## src/design/assert_macros.svh

```systemverilog
// Assertion macros shared by the command sequencer modules.
`ifndef ASSERT_MACROS_SVH
`define ASSERT_MACROS_SVH

// Same-cycle implication, checked out of reset.
`define NFCS_ASSERT(label, ante, cons, msg) \
  label: assert property (@(posedge clk) disable iff (!rst_n) (ante) |-> (cons)) \
    else $error(msg);

// Next-cycle implication, checked out of reset.
`define NFCS_ASSERT_NEXT(label, ante, cons, msg) \
  label: assert property (@(posedge clk) disable iff (!rst_n) (ante) |=> (cons)) \
    else $error(msg);

`endif

```

## src/design/nfcs_pkg.sv

```systemverilog
// Types, constants and codes shared by the NOR flash command sequencer.
`timescale 1ns / 1ps

package nfcs_pkg;

  localparam int SECTOR_WORDS = 2048;
  localparam int BLOCK_WORDS  = 32768;
  localparam int ADDR_BITS    = 22;

  localparam int AW = 22;  // bus word address width
  localparam int DW = 16;  // bus data width
  localparam int LW = 27;  // poll limit width

  localparam logic [AW-1:0] ADDR_MASK        = AW'((64'd1 << ADDR_BITS) - 64'd1);
  localparam logic [AW-1:0] SECTOR_BASE_MASK = ~AW'(SECTOR_WORDS - 1);
  localparam logic [AW-1:0] BLOCK_BASE_MASK  = ~AW'(BLOCK_WORDS - 1);

  localparam logic [AW-1:0] UNLOCK_ADDR1 = 22'h000555;
  localparam logic [AW-1:0] UNLOCK_ADDR2 = 22'h0002AA;
  localparam logic [AW-1:0] DEV_ID_ADDR  = 22'h000001;

  localparam logic [DW-1:0] D_UNLOCK1      = 16'h00AA;
  localparam logic [DW-1:0] D_UNLOCK2      = 16'h0055;
  localparam logic [DW-1:0] D_ERASE_SETUP  = 16'h0080;
  localparam logic [DW-1:0] D_SECTOR_ERASE = 16'h0050;
  localparam logic [DW-1:0] D_BLOCK_ERASE  = 16'h0030;
  localparam logic [DW-1:0] D_CHIP_ERASE   = 16'h0010;
  localparam logic [DW-1:0] D_PROGRAM      = 16'h00A0;
  localparam logic [DW-1:0] D_ID_ENTRY     = 16'h0090;
  localparam logic [DW-1:0] D_ID_EXIT      = 16'h00F0;
  localparam logic [DW-1:0] MFR_ID         = 16'h00BF;
  localparam logic [DW-1:0] DEV_ID         = 16'h236D;
  localparam logic [DW-1:0] ERASED_WORD    = 16'hFFFF;

  localparam logic [LW-1:0] POLL_LIMIT_RESET = 27'h7FFFFFF;

  typedef enum logic [2:0] {
    FN_READ         = 3'd0,
    FN_PROGRAM      = 3'd1,
    FN_ERASE_SECTOR = 3'd2,
    FN_ERASE_BLOCK  = 3'd3,
    FN_ERASE_CHIP   = 3'd4,
    FN_IDENTIFY     = 3'd5,
    FN_RESET        = 3'd6,
    FN_DATA         = 3'd7
  } func_t;

  typedef enum logic [1:0] {
    K_WRITE = 2'd0,
    K_READ  = 2'd1,
    K_DONE  = 2'd2
  } kind_t;

  typedef enum logic [3:0] {
    PH_IDLE        = 4'd0,
    PH_READ        = 4'd1,
    PH_PROG        = 4'd2,
    PH_POLL_SECTOR = 4'd3,
    PH_POLL_BLOCK  = 4'd4,
    PH_POLL_CHIP   = 4'd5,
    PH_VER_SECTOR  = 4'd6,
    PH_VER_BLOCK   = 4'd7,
    PH_ID_FIRST    = 4'd8,
    PH_ID_SECOND   = 4'd9
  } phase_t;

  // Fixed write prefix of a result burst
  typedef enum logic [1:0] {
    PFX_NONE  = 2'd0,
    PFX_CMD   = 2'd1,  // unlock pair + command word at 0x555
    PFX_ERASE = 2'd2   // unlock pair, erase setup, unlock pair
  } pfx_t;

  typedef struct packed {
    func_t         func;
    logic [AW-1:0] address;
    logic [DW-1:0] value;
  } in_item_t;

  typedef struct packed {
    kind_t         kind;
    logic [AW-1:0] bus_address;
    logic [DW-1:0] bus_data;
    logic          success;
    logic          last;
  } out_item_t;

  // Compact description of all results caused by one item
  typedef struct packed {
    pfx_t          pfx;
    logic [DW-1:0] cmd;
    logic          mid_en;
    logic [AW-1:0] mid_addr;
    logic [DW-1:0] mid_data;
    kind_t         fin_kind;
    logic [AW-1:0] fin_addr;
    logic [DW-1:0] fin_data;
    logic          fin_ok;
  } script_t;

endpackage

```

## src/design/nfcs_emit.sv

```systemverilog
// Result emitter: holds one burst description and sends its items one per cycle while out_ready is high.
`timescale 1ns / 1ps
`include "assert_macros.svh"

module nfcs_emit (
  input  logic                clk,
  input  logic                rst_n,
  input  logic                load,
  input  nfcs_pkg::script_t   script_in,
  output logic                load_ok,
  output logic                out_valid,
  input  logic                out_ready,
  output nfcs_pkg::out_item_t out_data
);
  import nfcs_pkg::*;

  script_t    script_r;
  logic       vld_r;
  logic [2:0] step_r;
  logic [2:0] pfx_n;
  logic [2:0] last_idx;
  logic       is_last;
  out_item_t  o;

  always_comb begin
    unique case (script_r.pfx)
      PFX_CMD:   pfx_n = 3'd3;
      PFX_ERASE: pfx_n = 3'd5;
      default:   pfx_n = 3'd0;
    endcase
    last_idx = pfx_n + {2'b00, script_r.mid_en};
    is_last  = (step_r == last_idx);
  end

  always_comb begin
    o = '0;
    if (step_r < pfx_n) begin
      o.kind = K_WRITE;
      unique case (step_r)
        3'd1, 3'd4: begin
          o.bus_address = UNLOCK_ADDR2;
          o.bus_data    = D_UNLOCK2;
        end
        3'd2: begin
          o.bus_address = UNLOCK_ADDR1;
          o.bus_data    = (script_r.pfx == PFX_ERASE) ? D_ERASE_SETUP : script_r.cmd;
        end
        default: begin
          o.bus_address = UNLOCK_ADDR1;
          o.bus_data    = D_UNLOCK1;
        end
      endcase
    end else if (script_r.mid_en && step_r == pfx_n) begin
      o.kind        = K_WRITE;
      o.bus_address = script_r.mid_addr;
      o.bus_data    = script_r.mid_data;
    end else begin
      o.kind        = script_r.fin_kind;
      o.bus_address = script_r.fin_addr;
      o.bus_data    = script_r.fin_data;
      o.success     = script_r.fin_ok;
    end
    o.bus_address = o.bus_address & ADDR_MASK;
    o.last        = is_last;
  end

  assign out_data  = o;
  assign out_valid = vld_r;
  assign load_ok   = !vld_r || (out_ready && is_last);

  always_ff @(posedge clk) begin
    if (!rst_n) begin
      vld_r  <= 1'b0;
      step_r <= 3'd0;
    end else if (load) begin
      vld_r  <= 1'b1;
      step_r <= 3'd0;
    end else if (vld_r && out_ready) begin
      if (is_last) begin
        vld_r <= 1'b0;
      end else begin
        step_r <= step_r + 3'd1;
      end
    end
  end

  always_ff @(posedge clk) begin
    if (load) begin
      script_r <= script_in;
    end
  end

  `NFCS_ASSERT(a_done_is_last, out_valid && out_data.kind == K_DONE, out_data.last,
    "done item not marked last")
  `NFCS_ASSERT_NEXT(a_burst_continues, out_valid && out_ready && !out_data.last, out_valid,
    "burst dropped before its last item")
  `NFCS_ASSERT(a_step_in_range, vld_r, step_r <= last_idx, "emitter step past burst end")

endmodule

```

## src/design/nfcs_decode.sv

```systemverilog
// Command decoder: sequencer state, poll limit register and burst selection per item.
`timescale 1ns / 1ps
`include "assert_macros.svh"

module nfcs_decode (
  input  logic                        clk,
  input  logic                        rst_n,
  input  logic                        cfg_we,
  input  logic [nfcs_pkg::LW-1:0]     cfg_wdata,
  input  logic                        item_vld,
  input  nfcs_pkg::in_item_t          item,
  input  logic                        take,
  output logic                        script_vld,
  output nfcs_pkg::script_t           script
);
  import nfcs_pkg::*;

  localparam logic [16:0] SECTOR_W17 = 17'(SECTOR_WORDS);
  localparam logic [16:0] BLOCK_W17  = 17'(BLOCK_WORDS);

  phase_t        phase_r, phase_nxt;
  logic [AW-1:0] ta_r, ta_nxt;
  logic [DW-1:0] tw_r, tw_nxt;
  logic [LW-1:0] pc_r, pc_nxt;
  logic [15:0]   vi_r, vi_nxt;
  logic [DW-1:0] first_id_r, first_id_nxt;
  logic [LW-1:0] poll_limit_r;

  logic [LW-1:0] lim;
  logic [LW:0]   pc_inc;
  logic [16:0]   vi_inc;
  logic [16:0]   words;

  assign lim    = (poll_limit_r == '0) ? LW'(1) : poll_limit_r;
  assign pc_inc = {1'b0, pc_r} + {{LW{1'b0}}, 1'b1};
  assign vi_inc = {1'b0, vi_r} + 17'd1;
  assign words  = (phase_r == PH_VER_SECTOR) ? SECTOR_W17 : BLOCK_W17;

  always_comb begin
    phase_nxt    = phase_r;
    ta_nxt       = ta_r;
    tw_nxt       = tw_r;
    pc_nxt       = pc_r;
    vi_nxt       = vi_r;
    first_id_nxt = first_id_r;
    script       = '0;
    script_vld   = 1'b0;

    priority if (item.func == FN_RESET) begin
      script_vld      = item_vld;
      script.pfx      = PFX_CMD;
      script.cmd      = D_ID_EXIT;
      script.fin_kind = K_DONE;
      script.fin_ok   = 1'b1;
      phase_nxt       = PH_IDLE;
    end else if (item.func == FN_DATA) begin
      script.fin_addr = ta_r;
      unique case (phase_r)
        PH_READ: begin
          script_vld      = item_vld;
          script.fin_kind = K_DONE;
          script.fin_data = item.value;
          script.fin_ok   = 1'b1;
          phase_nxt       = PH_IDLE;
        end
        PH_PROG: begin
          script_vld = item_vld;
          if (item.value == tw_r) begin
            script.fin_kind = K_DONE;
            script.fin_ok   = 1'b1;
            phase_nxt       = PH_IDLE;
          end else if (pc_r >= lim) begin
            script.fin_kind = K_DONE;
            phase_nxt       = PH_IDLE;
          end else begin
            script.fin_kind = K_READ;
            pc_nxt          = pc_inc[LW-1:0];
          end
        end
        PH_POLL_SECTOR, PH_POLL_BLOCK, PH_POLL_CHIP: begin
          script_vld = item_vld;
          if (item.value[7]) begin
            if (phase_r == PH_POLL_CHIP) begin
              script.fin_kind = K_DONE;
              script.fin_ok   = 1'b1;
              phase_nxt       = PH_IDLE;
            end else begin
              script.fin_kind = K_READ;
              vi_nxt          = '0;
              phase_nxt       = (phase_r == PH_POLL_SECTOR) ? PH_VER_SECTOR : PH_VER_BLOCK;
            end
          end else if (pc_inc >= {1'b0, lim}) begin
            script.fin_kind = K_DONE;
            phase_nxt       = PH_IDLE;
          end else begin
            script.fin_kind = K_READ;
            pc_nxt          = pc_inc[LW-1:0];
          end
        end
        PH_VER_SECTOR, PH_VER_BLOCK: begin
          script_vld = item_vld;
          if (item.value != ERASED_WORD) begin
            script.fin_kind = K_DONE;
            phase_nxt       = PH_IDLE;
          end else if (vi_inc >= words) begin
            script.fin_kind = K_DONE;
            script.fin_ok   = 1'b1;
            phase_nxt       = PH_IDLE;
          end else begin
            script.fin_kind = K_READ;
            script.fin_addr = ta_r + AW'(vi_inc[15:0]);
            vi_nxt          = vi_inc[15:0];
          end
        end
        PH_ID_FIRST: begin
          script_vld      = item_vld;
          script.fin_kind = K_READ;
          script.fin_addr = DEV_ID_ADDR;
          first_id_nxt    = item.value;
          phase_nxt       = PH_ID_SECOND;
        end
        PH_ID_SECOND: begin
          script_vld      = item_vld;
          script.pfx      = PFX_CMD;
          script.cmd      = D_ID_EXIT;
          script.fin_kind = K_DONE;
          script.fin_addr = '0;
          script.fin_ok   = (first_id_r == MFR_ID) && (item.value == DEV_ID);
          phase_nxt       = PH_IDLE;
        end
        default: ;  // idle: stray read data is dropped
      endcase
    end else if (phase_r == PH_IDLE) begin
      script_vld      = item_vld;
      pc_nxt          = '0;
      vi_nxt          = '0;
      script.fin_kind = K_READ;
      unique case (item.func)
        FN_READ: begin
          ta_nxt          = item.address;
          script.fin_addr = item.address;
          phase_nxt       = PH_READ;
        end
        FN_PROGRAM: begin
          ta_nxt          = item.address;
          tw_nxt          = item.value;
          script.pfx      = PFX_CMD;
          script.cmd      = D_PROGRAM;
          script.mid_en   = 1'b1;
          script.mid_addr = item.address;
          script.mid_data = item.value;
          script.fin_addr = item.address;
          phase_nxt       = PH_PROG;
        end
        FN_ERASE_SECTOR: begin
          ta_nxt          = item.address & SECTOR_BASE_MASK;
          script.pfx      = PFX_ERASE;
          script.mid_en   = 1'b1;
          script.mid_addr = item.address & SECTOR_BASE_MASK;
          script.mid_data = D_SECTOR_ERASE;
          script.fin_addr = item.address & SECTOR_BASE_MASK;
          phase_nxt       = PH_POLL_SECTOR;
        end
        FN_ERASE_BLOCK: begin
          ta_nxt          = item.address & BLOCK_BASE_MASK;
          script.pfx      = PFX_ERASE;
          script.mid_en   = 1'b1;
          script.mid_addr = item.address & BLOCK_BASE_MASK;
          script.mid_data = D_BLOCK_ERASE;
          script.fin_addr = item.address & BLOCK_BASE_MASK;
          phase_nxt       = PH_POLL_BLOCK;
        end
        FN_ERASE_CHIP: begin
          ta_nxt          = '0;
          script.pfx      = PFX_ERASE;
          script.mid_en   = 1'b1;
          script.mid_addr = UNLOCK_ADDR1;
          script.mid_data = D_CHIP_ERASE;
          phase_nxt       = PH_POLL_CHIP;
        end
        default: begin  // identify
          ta_nxt     = '0;
          script.pfx = PFX_CMD;
          script.cmd = D_ID_ENTRY;
          phase_nxt  = PH_ID_FIRST;
        end
      endcase
    end
  end

  always_ff @(posedge clk) begin
    if (!rst_n) begin
      phase_r      <= PH_IDLE;
      ta_r         <= '0;
      tw_r         <= '0;
      pc_r         <= '0;
      vi_r         <= '0;
      first_id_r   <= '0;
      poll_limit_r <= POLL_LIMIT_RESET;
    end else begin
      if (take) begin
        phase_r    <= phase_nxt;
        ta_r       <= ta_nxt;
        tw_r       <= tw_nxt;
        pc_r       <= pc_nxt;
        vi_r       <= vi_nxt;
        first_id_r <= first_id_nxt;
      end
      if (cfg_we) begin
        poll_limit_r <= cfg_wdata;
      end
    end
  end

  `NFCS_ASSERT_NEXT(a_reset_cmd_idles, take && item.func == FN_RESET, phase_r == PH_IDLE,
    "reset command did not return to idle")
  `NFCS_ASSERT(a_busy_cmd_silent,
    item_vld && phase_r != PH_IDLE && item.func != FN_DATA && item.func != FN_RESET,
    !script_vld, "command while busy produced results")

endmodule

```

## src/design/nor_flash_command_sequencer.sv

```systemverilog
// Top level of the NOR flash command sequencer: input register, decoder and emitter.
`timescale 1ns / 1ps
//
//  Channel   Ports                              Direction  Carries
//  in        in_valid / in_ready / in_data      in         command or returned read data
//  out       out_valid / out_ready / out_data   out        bus write, read request or done
//  cfg       cfg_we / cfg_wdata                 in         poll limit write
//
//  An item is registered on accept and decoded from the input register; its results
//  leave the emitter one per cycle while out_ready is high: 1 to 7 results per item
//  (program 5, sector/block/chip erase 7, identify 4, reset 4); some items cause none.
//  The next item is decoded while the last result of the previous one is taken.
//  Reset (rst_n low, synchronous) clears the control state and sets the poll limit to its maximum.
//  A stall on out holds the current result; in_ready drops while the input register is full and cannot advance.

module nor_flash_command_sequencer (
  input  logic                      clk,
  input  logic                      rst_n,
  input  logic                      in_valid,
  output logic                      in_ready,
  input  nfcs_pkg::in_item_t        in_data,
  output logic                      out_valid,
  input  logic                      out_ready,
  output nfcs_pkg::out_item_t       out_data,
  input  logic                      cfg_we,
  input  logic [nfcs_pkg::LW-1:0]   cfg_wdata
);
  import nfcs_pkg::*;

  in_item_t in_item_r;
  logic     in_vld_r;
  logic     advance;
  logic     script_vld;
  script_t  script;
  logic     load_ok;

  assign advance  = in_vld_r && (!script_vld || load_ok);
  assign in_ready = !in_vld_r || advance;

  always_ff @(posedge clk) begin
    if (!rst_n) begin
      in_vld_r <= 1'b0;
    end else if (in_ready) begin
      in_vld_r <= in_valid;
    end
  end

  always_ff @(posedge clk) begin
    if (in_valid && in_ready) begin
      in_item_r <= in_data;
    end
  end

  nfcs_decode u_decode (
    .clk        (clk),
    .rst_n      (rst_n),
    .cfg_we     (cfg_we),
    .cfg_wdata  (cfg_wdata),
    .item_vld   (in_vld_r),
    .item       (in_item_r),
    .take       (advance),
    .script_vld (script_vld),
    .script     (script)
  );

  nfcs_emit u_emit (
    .clk       (clk),
    .rst_n     (rst_n),
    .load      (advance && script_vld),
    .script_in (script),
    .load_ok   (load_ok),
    .out_valid (out_valid),
    .out_ready (out_ready),
    .out_data  (out_data)
  );

endmodule

```

## config.mk

```make
export PLATFORM = sky130hd
export DESIGN_NAME = nor_flash_command_sequencer
export DESIGN_NICKNAME = d
export VERILOG_FILES = /design/src/design/nfcs_pkg.sv /design/src/design/nfcs_emit.sv /design/src/design/nfcs_decode.sv /design/src/design/nor_flash_command_sequencer.sv
export VERILOG_INCLUDE_DIRS = /design/src /design/src/design
export SDC_FILE = /design/constraint.sdc
export NUM_CORES = 1
export LEC_CHECK = 0
export BUFFER_PORTS_ARGS = -buffer_cell sky130_fd_sc_hd__buf_2
export CELL_PAD_IN_SITES_DETAIL_PLACEMENT = 2
export CELL_PAD_IN_SITES_GLOBAL_PLACEMENT = 2
export CORE_MARGIN = 1
export CORE_UTILIZATION = 35
export CTS_BUF_LIST = sky130_fd_sc_hd__clkbuf_4 sky130_fd_sc_hd__clkbuf_8 sky130_fd_sc_hd__clkbuf_16
export DETAILED_ROUTE_END_ITERATION = 12
export GPL_ROUTABILITY_DRIVEN = 0
export PLACE_DENSITY_LB_ADDON = 0.2
export SYNTH_ARGS = -nofsm -noshare
export SYNTH_HDL_FRONTEND = slang
export SYNTH_SLANG_ARGS = --single-unit
```

## constraint.sdc

```tcl
create_clock -name clk -period 6 [get_ports clk]
set_input_delay 1.2 -clock clk [delete_from_list [all_inputs] [get_ports clk]]
set_output_delay 1.2 -clock clk [all_outputs]
set_load 0.03 [all_outputs]
```

======== Word-level counts from Yosys, hierarchy flattened ========
Cells that the tools add are included.
storage, ports and cells
  logic and storage cells ................. 185
  register bits ........................... 272
  output and inout port bits .............. 44
  input port bits ......................... 73
cells by class
  bitwise logic cells ..................... 6
  muxes and demuxes ....................... 69
  $lt $le $gt $ge ......................... 4
  equality and inequality tests ........... 40
  reduce and logical (&&, ||, !) cells .... 39
  $add $sub $neg .......................... 5
operator list
  operator                                                                 count
  27-bit two-way mux                                                       7
  39-bit one-hot mux with 4 select lines                                   1
  22-bit one-hot mux with 3 select lines                                   2
  16-bit two-way mux                                                       8
  27-bit one-hot mux with 2 select lines                                   2
  81-bit two-way mux                                                       1
  40-bit two-way mux                                                       2
  22-bit two-way mux                                                       2
  4-bit two-way mux                                                        10
  4-bit one-hot mux with 5 select lines                                    2
  16-bit one-hot mux with 2 select lines                                   1
  3-bit inequality test, second input constant                             10
  27-bit by 1-bit adder with 28-bit output, second input constant          1
  28-bit by 27-bit >= comparator with 1-bit output                         1
  27-bit >= comparator                                                     1
  27-bit logical NOT                                                       1
  24-bit two-way mux                                                       1
  22-bit by 16-bit adder with 22-bit output                                1
  18-bit two-way mux                                                       1
  16-bit by 1-bit adder with 17-bit output, second input constant          1
  17-bit >= comparator                                                     1
  17-bit two-way mux                                                       1
  16-bit by 14-bit equality test with 1-bit output, second input constant  1
  16-bit equality test                                                     1
  41 further kinds                                                         103

======== Depth between registers and ports, before layout ========
Gate-level depths: netlist (run 1).
  word-level depth ........................ 11
  mapped depth ............................ 21
  depth with buffers taken out ............ 17

======== Cells and area by module ========
Synthesis (run 1) repeated with hierarchy kept, for this count alone.
unflattened totals
  cells, all modules ...................... 1659
  area, all modules ....................... 15302.2 µm²
modules (own cells, without submodules)
  module                       cells an instance  instances  area each (µm²)  seq. area each (µm²)
  nfcs_decode                  1296               1          9726.8           2562.5
  nfcs_emit                    314                1          4261.6           3022.9
  nor_flash_command_sequencer  49                 1          1313.8           1251.2

======== Worst setup path after synthesis (run 1) ========
No wires, ideal clock.
  path kind ............................... reg-to-reg
  start point ............................. register u_emit.script_r[87] (netlist name)
  end point ............................... register u_decode.phase_r[0]
  period minus slack after synthesis ...... 6.549 ns
  cell stages (with the launch flop) ...... 13
  arrival ................................. 6.433 ns
  path buffers ............................ 0
  library setup time ...................... 0.116 ns
  path slack .............................. -0.549 ns
  required time ........................... 5.884 ns
  path through ............................ edfxtp_1 -> inv_1 -> ha_1 -> ha_1 -> ha_1 -> xnor2_1 -> nand3_1 -> o21ai_1 -> nor2b_1 -> and2_1 -> a31o_2 -> o211ai_1 -> o211a_1
RTL lines
  what                  line                source
  to (signal assigned)  nfcs_decode.sv:202  phase_r <= phase_nxt;
  to (decl)             nfcs_decode.sv:21   phase_t phase_r, phase_nxt;

======== Worst setup path in the final report (run 1) ========
  start point ............................. register u_decode.pc_r[0]
  end point ............................... register u_decode.pc_r[14]
on the way
  longest elaborated chain between the ends .. 5
  elaborated cells between the ends (all ways) .. 12
  classes of those cells .................. 1 x add/sub; 2 x order compare; 2 x eq/ne; 6 x mux; 1 x reduce/logical
RTL lines
  what                                                                              line                source
  from (decl)                                                                       nfcs_decode.sv:24   logic [LW-1:0] pc_r, pc_nxt;
  from (signal assigned)                                                            nfcs_decode.sv:205  pc_r <= pc_nxt;
  branches (longest 5 deep; another with 27-bit by 1-bit adder with 28-bit output)  --
Parallel ways; which one is timed is not known. The select of a mux whose other input is x is not followed.
A chain may end at the register's enable or synchronous reset.

==> flow_metrics.tcl, run 1 <==
set metrics [dict create \
    yosysSeqAreaShare 0.4368 \
    power_leakage_nw 6.966 \
    num_vias 12470 \
    sequentialPowerShare 0.421 \
    antenna_cells_inserted 0 \
    wire_length_of_the_first_global_routing_pass_um 77700 \
    dieWidth_um 207.3 \
    io_buffer_count 116 \
    clkPwrFrac 0.430 \
    grt_antenna_before_repair 2 \
    worst_path_dominant_cell_family "simple AND/OR/NAND/NOR gates" \
    required_ns 6.51 \
    number_of_top_level_design_ports 117 \
    cts_buffer_depth 3 \
    critical_path_cell_count 16 \
    ctsHtreeMaxLevel 1 \
    r2r_cells 16 \
    p_sw_mw 1.366 \
    firstDrtPassIters 4 \
    synthesis.instances 1604 \
    grt-ovfl-total 0 \
    grt_start_max_net_pins 86 \
    pwr-share-comb 0.149 \
    fp-row-count 74 \
    postCtsResizedCells 0 \
    detailedRoute.firstIterationViolations 659 \
    ys_seq_elements 259 \
    rsz0062_at_grt "no" \
    vias_in_the_first_global_route 13480 \
    yosysUniqueCellTypes 80 \
    postLayoutCoreUtil 0.4125 \
    clock_insertion_delay_worst_skew_ns 0.59 \
    timing.max_cap.violations 0 \
    cts.hold.buffers_added 0 \
    layout_worst_path_cycle_share 0.8851 \
    area_growth_from_synthesis_to_layout_pct 15.15 \
    core_region_area_sq_mm 0.04120 \
    power.internal_mw 3.488 \
    clk_pin_slew_worst_paths_ns 0.06 \
    timing.critical_path.buf_inv 0 \
    grtUsageTotal 0.2282 \
    postSynth.asyncResetShare 0 \
    power_switching_share 0.2814 \
    die_y_um 207.3 \
    tritoncts "built" \
    worst_path_largest_cell_delay_ns 0.80 \
    cts_buffers 31 \
    synth_edf_count 126 \
    final_hold_viol_count 0 \
    critical-path-slowest-cell "sky130_fd_sc_hd__nor4_1" \
    synth_top_flop_cell "sky130_fd_sc_hd__dfxtp_1" \
    post_cts_setup_buffer_count 0 \
    timing.fmax_ghz 0.1883 \
    drc 0 \
    cp_max_fo 16 \
    min-delay-path-class "reg -> reg" \
    drt.antenna.violating_nets 0 \
    timing.clock.skew_ns 0.02183 \
    postSynthAreaPerCell_sq_um 9.201 \
    final.fill_count 4420 \
    detailedPlacementHpwl_um 36580 \
    setup.worst_path.start_class "register" \
    drive_gt1_frac 0.1333 \
    power_total_mw 4.854 \
    relSlewSlack 0.2875 \
    post_detailed_route_wirelength_per_cell_um 22.11 \
    design.die.area_sq_mm 0.04299 \
    design.final.nets 1848 \
    outcome "complete, no violations" \
    cells_along_the_critical_path "ha_1 > nand3_1 > nor4_1 > nand3_1 > nor2_1 > nand4_1 > xnor2_1 > ha_1 > nand4_1 > or4_1 > a21oi_1 > a21oi_2 > o21a_4 > o21ai_2 > and3_1 > a221o_1" \
    setup_tns_ns 0 \
    initial_utilization 0.3582 \
    slew_viol_final 0 \
    worstMarginPinSlew_ns 1.059 \
    timing.final.setup_violations 0 \
    clock_tree.root_cell "sky130_fd_sc_hd__clkbuf_16" \
    kind_of_end_point_of_the_critical_path "register" \
    period_minus_slack_ns 5.310 \
    synthesis.nets 1765 \
    crit_arrival_ns 5.83 \
    synth.yosys.warnings 0 \
    min_delay_path_depth 2 \
    avgViaCountPerCell 5.560 \
    sink_count 259 \
    max-vdd-ir-drop_uv 210.9 \
    routed_wirelength_um 49600 \
    worst-setup-path-type "reg -> reg" \
    power-per-cell-area_mw_per_mm2 285.6 \
    synthesis.area_sq_mm 0.01476 \
]
-- tightest hold or removal path: cells and delay by family (launching register included) --
| kind | cells | cell delay [ns] |
|---|---|---|
| simple gates | 1 | 0.05 |
| compound gates | 1 | 0.05 |
| flops | 1 | 0.31 |
-- per-layer routing --
layer / routed length [um] / global-route usage
met3: 1995 / 0.03359
met2: 23440 / 0.3833
met1: 23330 / 0.3072
met4: 837 / 0.05610
met5: 0 / 0
-- synthesized netlist by cell type (all sizes together), types with 4 or more instances --
master | instances | area, sq um
a221o | 17 | 170.2
nor2b | 37 | 231.5
edfxtp | 126 | 3784
nand3 | 58 | 290.3
and3 | 33 | 206.5
clkbuf | 72 | 270.3
nor3 | 25 | 125.1
nand2b | 19 | 118.9
a21boi | 39 | 292.8
a22o | 5 | 43.79
inv | 62 | 232.7
o211ai | 35 | 262.8
a21oi | 68 | 344.1
or2 | 7 | 43.79
or4 | 5 | 37.54
or3 | 7 | 43.79
nand2 | 250 | 938.4
o22a | 7 | 61.31
a31oi | 24 | 150.1
xnor2 | 41 | 359.1
xor2 | 34 | 297.8
mux2i | 37 | 370.4
o311ai | 4 | 35.03
nor4 | 21 | 143.9
buf | 19 | 113.9
a21o | 22 | 165.2
and2 | 50 | 312.8
dfxtp | 133 | 2663
nor3b | 6 | 45.04
a211oi | 5 | 37.54
nor2 | 92 | 366.6
ha | 87 | 1089
o21ai | 64 | 324.1
and4 | 4 | 35.03
nand4 | 30 | 187.7
o21a | 6 | 52.55
-- final timing paths --
check | from | slack, ns | endpoint
setup / recovery | u_decode.pc_r[0] | 0.69 | u_decode.pc_r[14]
hold / removal | u_decode.first_id_r[6] | 0.46 | u_decode.first_id_r[6]
setup reg to reg | u_decode.pc_r[0] | 0.69 | u_decode.pc_r[14]
hold reg to reg | u_decode.first_id_r[6] | 0.46 | u_decode.first_id_r[6]
-- registers in the layout, indices dropped and copies added (netlist names) --
signal                 count
in_item_r                 41
u_decode.phase_r           4
u_decode.pc_r             27
u_decode.poll_limit_r     27
u_decode.vi_r             16
u_decode.ta_r             22
in_vld_r                   1
u_emit.out_valid           1
u_emit.script_r           85
u_decode.tw_r             16
u_decode.first_id_r       16
u_emit.step_r              3
-- cell families (layout without fill, tap and decap cells) --
logic type / count (synthesis) / count (layout) / synth area share
DFF: 259 / 259 / 0.4368
buffers and inverters: 153 / 260 / 0.04180
muxes: 37 / 37 / 0.02510
AOI/OAI and AO/OA: 338 / 338 / 0.1579
adders and majority gates: 88 / 88 / 0.07512
xor gates and xnor gates: 76 / 76 / 0.04604
and+or+nand+nor: 653 / 653 / 0.2173
-- stage by stage --
stage | instances | hold slack [ns] | worst slack (ns) | cell area, sq um
2_1_floorplan | 1604 | 0.4302 | 1.145 | 14760
3_3_place_gp | 2186 | 0.4435 | 1.024 | 15850
3_5_place_dp | 2186 | 0.4567 | 0.7039 | 15850
4_1_cts | 2243 | 0.4650 | 0.6641 | 16990
5_1_grt | 2243 | 0.4842 | 0.2394 | 16990
6_report | 2243 | 0.4595 | 0.6896 | 16990
-- cell usage in the layout, fill, tap and decap left out, types with 35 or more instances in the layout --
cell type and instances:
sky130_fd_sc_hd__nand2_1 250, sky130_fd_sc_hd__dfxtp_1 133, sky130_fd_sc_hd__edfxtp_1 126, sky130_fd_sc_hd__buf_2 115, sky130_fd_sc_hd__nor2_1 89, sky130_fd_sc_hd__ha_1 87
sky130_fd_sc_hd__a21oi_1 67, sky130_fd_sc_hd__inv_1 62, sky130_fd_sc_hd__o21ai_0 61, sky130_fd_sc_hd__nand3_1 58, sky130_fd_sc_hd__and2_1 49, sky130_fd_sc_hd__xnor2_1 41
sky130_fd_sc_hd__mux2i_1 37, sky130_fd_sc_hd__a21boi_0 37, sky130_fd_sc_hd__nor2b_1 35, sky130_fd_sc_hd__o211ai_1 35
-- power groups by stage --
stage	Clock (mW)	Sequential [mW]	Combinational (mW)
floorplan	0	2.04	0.488
global placement	0	2.07	0.702
detailed placement	0	2.08	0.726
CTS	2.14	2.04	0.732
global route	2.20	2.05	0.786
finish	2.09	2.04	0.724
-- final cells by class --
type                       count  area [sq um]  area share
clock inverter                 7         150.1    0.008835
tap                          532         665.6     0.03917
multi-input combinational   1192          7732      0.4550
timing repair buffer         141         770.7     0.04535
clock buffer                  50         996.0     0.05861
sequential                   259          6446      0.3793
inverter                      62         232.7     0.01369
No activity file was read; power rests on OpenSTA's default activity.
==> run 2, diff against run 1 <==
Settings changed: CORE_UTILIZATION 35 to 38.
Clock period 6 ns to 5.2 ns, I/O delays scaled along.
==> run 2 against run 1 <==
  * Maximum frequency is 12% higher
  * Combinational power is 20% higher
  * Clock power is 16% higher
  * Final area is 0.48% higher
  * Critical path type unchanged
  * Highest routed layer unchanged
==> flow_metrics.tcl, run 2 (synthesized netlist as in run 1, its figures left out) <==
set metrics [dict create \
    outcome "complete, no violations" \
    rsz0062_at_grt "no" \
    cp_max_fo 10 \
    largest_reg_flops 85 \
    power-per-cell-area_mw_per_mm2 330.1 \
    final_cell_mix "sky130_fd_sc_hd__nand2_1, sky130_fd_sc_hd__dfxtp_1, sky130_fd_sc_hd__edfxtp_1" \
    number_of_top_level_design_ports 117 \
    drive_gt1_frac 0.1390 \
    die_y_um 199.1 \
    critical-path-slowest-cell "sky130_fd_sc_hd__or4_1" \
    sink_count 259 \
    period_minus_slack_ns 4.758 \
    fp-row-count 71 \
    layout_worst_path_cycle_share 0.9150 \
    postLayoutCoreUtil 0.4501 \
    launch_point_of_the_worst_hold_path "u_decode.first_id_r[0]" \
    core_region_area_sq_mm 0.03793 \
    wire_length_of_the_first_global_routing_pass_um 79820 \
    firstDrtPassIters 5 \
    cts_buffers 34 \
    io_buffer_count 116 \
    drc 0 \
    setup.worst_path.start_class "register" \
    area_growth_from_synthesis_to_layout_pct 15.70 \
    worst_path_largest_cell_delay_ns 0.71 \
    final.hold.worst_slack_ns 0.4656 \
    worstMarginPinSlew_ns 1.073 \
    final.fill_count 4113 \
    postCtsResizedCells 0 \
    sequentialPowerShare 0.417 \
    kind_of_end_point_of_the_critical_path "register" \
    tritoncts "built" \
    post_detailed_route_wirelength_per_cell_um 23.04 \
    cells_along_the_critical_path "nand4_1 > or4_1 > or3_1 > inv_1 > and3_1 > xor2_1 > ha_1 > nand4_1 > or4_1 > a21oi_1 > a21oi_2 > o21a_4 > o21a_1 > nor2_8 > mux2i_1" \
    power.internal_mw 4.023 \
    timing.fmax_ghz 0.2102 \
    design.final.nets 1862 \
    num_vias 12750 \
    timing.rr.start "u_decode.pc_r[5]" \
    timing.final.setup_violations 0 \
    final_hold_viol_count 0 \
    cts_buffer_depth 3 \
    detailedRoute.firstIterationViolations 648 \
    p_sw_mw 1.613 \
    grt-ovfl-total 0 \
    drt.antenna.violating_nets 0 \
    power_switching_share 0.2862 \
    worst-setup-path-type "reg -> reg" \
    timing.clock.skew_ns 0.01886 \
    worst_reg2reg_setup_slack_ns 0.44 \
    vias_in_the_first_global_route 13620 \
    required_ns 5.65 \
    crit_arrival_ns 5.21 \
    max_flop_register "u_emit.script_r" \
    relSlewSlack 0.2850 \
    routed_wirelength_um 51600 \
    pwr-share-comb 0.154 \
    grt_antenna_before_repair 1 \
    power_total_mw 5.637 \
    max-vdd-ir-drop_uv 165.1 \
    detailedPlacementHpwl_um 37410 \
    min_delay_path_depth 2 \
    grtUsageTotal 0.2638 \
    timing.max_cap.violations 0 \
    r2r_cells 15 \
    grt_start_max_net_pins 88 \
    clk_pin_slew_worst_paths_ns 0.06 \
    slew_viol_final 0 \
    ctsHtreeMaxLevel 2 \
    cts.hold.buffers_added 0 \
    mostFrequentLayoutCell "sky130_fd_sc_hd__nand2_1" \
    setup_tns_ns 0 \
    post_cts_setup_buffer_count 0 \
    power_leakage_nw 7.025 \
    initial_utilization 0.3891 \
    layout_top_registers "u_emit.script_r: 85 flops, in_item_r: 41 flops" \
    dieWidth_um 199.1 \
    r2r_end "u_decode.pc_r[9]" \
    clock_insertion_delay_worst_skew_ns 0.54 \
    timing.hold.worst_endpoint "u_decode.first_id_r[0]" \
    clkPwrFrac 0.429 \
    timing.critical_path.buf_inv 1 \
    area.sequential_sq_mm 0.006446 \
    design.die.area_sq_mm 0.03963 \
    multi_input_area_sq_mm 0.007741 \
    clock_tree.root_cell "sky130_fd_sc_hd__clkbuf_16" \
    worst_path_dominant_cell_family "simple AND/OR/NAND/NOR gates" \
    avgViaCountPerCell 5.695 \
    min-delay-path-class "reg -> reg" \
]
-- run 2: cell count changes in the layout (fill, tap and decap cells not counted), moves of 2 or more --
cell                       before  now
sky130_fd_sc_hd__diode_2        0    2
sky130_fd_sc_hd__clkbuf_4      12   10
sky130_fd_sc_hd__clkinv_1       0    3
sky130_fd_sc_hd__buf_4         26   36
sky130_fd_sc_hd__clkinv_2       2    4
-- run 2: final cells by class --
class | count | share of cell area
clock buffer | 49 | 0.05891
inverter | 62 | 0.01363
tap | 511 | 0.03744
antenna | 2 | 0.0002931
multi-input combinational | 1192 | 0.4534
sequential | 259 | 0.3775
clock inverter | 12 | 0.008134
timing repair buffer | 152 | 0.05071
-- run 2: worst max path at each step --
stage,depth (start not counted),to,startpoint
after detailed placement,16,u_decode.pc_r[6],u_decode.pc_r[6]
after CTS,16,u_decode.pc_r[6],u_decode.pc_r[6]
after global placement,16,u_decode.pc_r[5],u_decode.pc_r[5]
final,15,u_decode.pc_r[9],u_decode.pc_r[5]
after global routing,15,u_decode.pc_r[9],u_decode.pc_r[6]
after floorplan,12,u_decode.phase_r[0],u_emit.script_r[87]
-- run 2: metrics by stage --
stage               area, sq um  setup WS [ns]  std cells
global route              17070         0.1477       2237
finish                    17080         0.4422       2239
CTS                       17060         0.2486       2237
detailed placement        15910         0.2610       2176
floorplan                 14760         0.3452       1604
global placement          15910         0.4368       2176
-- run 2: power by group through the flow --
stage | combinational, mW | clock, mW | sequential (mW)
floorplan | 0.564 | 0 | 2.35
global placement | 0.826 | 0 | 2.38
detailed placement | 0.859 | 0 | 2.39
CTS | 0.870 | 2.47 | 2.35
global route | 0.938 | 2.55 | 2.36
finish | 0.868 | 2.42 | 2.35
-- run 2: layer usage --
metal	part of all wire	track usage	wire length, um
met1	0.47	0.3566	24070
met4	0.014	0.05641	741
met5	0	0	0
met2	0.48	0.4442	24820
met3	0.038	0.03916	1960
-- run 2: worst min-delay path: stages (launching register included) --
cell and delay [ns]:
sky130_fd_sc_hd__dfxtp_1 0.30, sky130_fd_sc_hd__nand2_1 0.05, sky130_fd_sc_hd__a21boi_0 0.07
==> run 3, diff against run 2 <==
Clock period 5.2 ns to 4.5 ns, I/O delays scaled along.
==> run 3 against run 2 <==
  * First-iteration DRC count is 12% higher
  * Hold slack worse by 0.011 ns
  * Wire length is 2.9% higher
  * Die area stayed put
  * Critical path depth is 1 higher
  * Maximum frequency is 9.1% higher
  * Combinational power is 22% higher
  * Cell count is 1.4% higher
  * Sequential power is 15% higher
  * Critical path type unchanged
  * Largest power group is now sequential cells
==> flow_metrics.tcl, run 3 (synthesized netlist as in run 1, its figures left out) <==
set metrics [dict create \
    cts_buffers 31 \
    crit_arrival_ns 4.85 \
    setup.worst_path.start_class "register" \
    layout_worst_path_cycle_share 0.9690 \
    timing.fmax_ghz 0.2293 \
    relSlewSlack 0.3544 \
    period_minus_slack_ns 4.361 \
    die_y_um 199.1 \
    r2r_end "u_decode.pc_r[8]" \
    drc 0 \
    drt.antenna.violating_nets 0 \
    timing.max_cap.violations 0 \
    clock_tree.root_cell "sky130_fd_sc_hd__clkbuf_16" \
    cts.hold.buffers_added 0 \
    largest_reg_flops 85 \
    power-per-cell-area_mw_per_mm2 365.0 \
    final_cell_mix "sky130_fd_sc_hd__nand2_1, sky130_fd_sc_hd__dfxtp_1, sky130_fd_sc_hd__edfxtp_1" \
    kind_of_end_point_of_the_critical_path "register" \
    power_leakage_nw 7.160 \
    clk_pin_slew_worst_paths_ns 0.06 \
    core_region_area_sq_mm 0.03793 \
    vias_in_the_first_global_route 13760 \
    wire_length_of_the_first_global_routing_pass_um 82430 \
    area_growth_from_synthesis_to_layout_pct 17.02 \
    ctsHtreeMaxLevel 1 \
    design.final.nets 1895 \
    required_ns 4.99 \
    slew_viol_final 0 \
    min-delay-path-class "reg -> reg" \
    worst_reg2reg_setup_slack_ns 0.14 \
    cp-startpoint "u_decode.pc_r[8]" \
    antenna_cells_inserted 0 \
    io_buffer_count 116 \
    worst-setup-path-type "reg -> reg" \
    worstMarginPinSlew_ns 0.9649 \
    dieWidth_um 199.1 \
    endpoint "u_decode.pc_r[8]" \
    post-place-ws_ns -0.3610 \
    outcome "complete, no violations" \
    timing.rr.start "u_decode.pc_r[8]" \
    timing.final.setup_violations 0 \
    placement.cell_area_sq_mm 0.01616 \
    drive_gt1_frac 0.1632 \
    max_flop_register "u_emit.script_r" \
    avgViaCountPerCell 5.648 \
    final_design_area_no_fill_sq_mm 0.01727 \
    cp_max_fo 5 \
    fp-row-count 71 \
    firstDrtPassIters 5 \
    tritoncts "built" \
    detailedRoute.firstIterationViolations 725 \
    timing.clock.skew_ns 0.01527 \
    cts_buffer_depth 3 \
    post_detailed_route_wirelength_per_cell_um 23.39 \
    routed_wirelength_um 53090 \
    mostFrequentLayoutCell "sky130_fd_sc_hd__nand2_1" \
    grt-ovfl-total 0 \
    postLayoutSetupSlackWorst_ns 0.1394 \
    grt_start_max_net_pins 87 \
    power_total_mw 6.303 \
    design.die.area_sq_mm 0.03963 \
    grtUsageTotal 0.2707 \
    num_vias 12820 \
    final_hold_viol_count 0 \
    number_of_top_level_design_ports 117 \
    initial_utilization 0.3891 \
    r2r_cells 16 \
    grt_antenna_before_repair 1 \
    max-vdd-ir-drop_uv 229.1 \
    detailedPlacementHpwl_um 38320 \
    clock_insertion_delay_worst_skew_ns 0.59 \
    layout_top_registers "u_emit.script_r: 85 flops, in_item_r: 41 flops" \
    sink_count 259 \
]
run 3: cell types whose count changed in the layout (fill, tap and decap cells not counted), sizes merged:
cell / previous run / this run
bufinv: 3 / 0
buf: 152 / 188
clkinvlp: 0 / 2
clkinv: 8 / 6
diode: 2 / 0
run 3: what timing repair did:
action	CTS	global route
endpoints found under the setup margin	26	33
resized for setup	5	8
setup buffers	3	2
pin swaps	1	4
run 3: area by class of cell:
class                           instances  area (sq um)
Clock buffer                           49         965.9
Timing Repair Buffer                  188          1161
Multi-Input combinational cell       1192          7751
Clock inverter                          9         65.06
Fill cell                            4129         20660
Inverter                               62         232.7
Sequential cell                       259          6454
Tap cell                              511         639.4
run 3: worst min path at each step:
stage / from / endpoint / cells after the start
after floorplan: u_decode.first_id_r[15] / u_decode.first_id_r[15] / 2
after global placement: u_decode.first_id_r[15] / u_decode.first_id_r[15] / 2
after detailed placement: u_decode.first_id_r[15] / u_decode.first_id_r[15] / 2
after CTS: u_decode.first_id_r[15] / u_decode.first_id_r[15] / 2
after global routing: u_decode.first_id_r[15] / u_decode.first_id_r[15] / 2
final: u_decode.first_id_r[15] / u_decode.first_id_r[15] / 2
run 3: power breakdown:
group	switching, mW	internal [mW]
combinational	0.735	0.327
sequential	0.0819	2.62
clock	1.06	1.48
run 3: per-stage QoR:
| step | instances | setup TNS [ns] | utilization | hold slack [ns] |
|---|---|---|---|---|
| 6_report | 2270 | 0 | 0.4553 | 0.4545 |
| 5_1_grt | 2270 | -0.1754 | 0.4553 | 0.4638 |
| 4_1_cts | 2268 | 0 | 0.4544 | 0.4574 |
| 3_5_place_dp | 2207 | -6.436 | 0.4259 | 0.4461 |
| 3_3_place_gp | 2207 | -0.9197 | 0.4259 | 0.4361 |
| 2_1_floorplan | 1604 | 0 | - | 0.4302 |
run 3: worst max-delay path: stages (launching register included):
cell,delay (ns)
sky130_fd_sc_hd__dfxtp_2,0.38
sky130_fd_sc_hd__nand4_1,0.16
sky130_fd_sc_hd__or4_4,0.60
sky130_fd_sc_hd__or3_1,0.41
sky130_fd_sc_hd__inv_1,0.10
sky130_fd_sc_hd__and3_1,0.18
sky130_fd_sc_hd__xor2_1,0.23
sky130_fd_sc_hd__ha_1,0.21
sky130_fd_sc_hd__nand4_1,0.18
sky130_fd_sc_hd__or4_4,0.61
sky130_fd_sc_hd__a21oi_1,0.18
sky130_fd_sc_hd__a21oi_2,0.12
sky130_fd_sc_hd__o21a_4,0.15
sky130_fd_sc_hd__o21a_1,0.25
sky130_fd_sc_hd__nor2_8,0.16
sky130_fd_sc_hd__buf_12,0.13
sky130_fd_sc_hd__mux2i_1,0.22
run 3: per-layer routing:
layer / global-route usage / vias up / part of all wire
met5: 0 / - / 0
met4: 0.06154 / 0 / 0.016
met3: 0.02633 / 57 / 0.032
met2: 0.4517 / 202 / 0.47
met1: 0.3764 / 6549 / 0.48
li1: - / 6012 / -
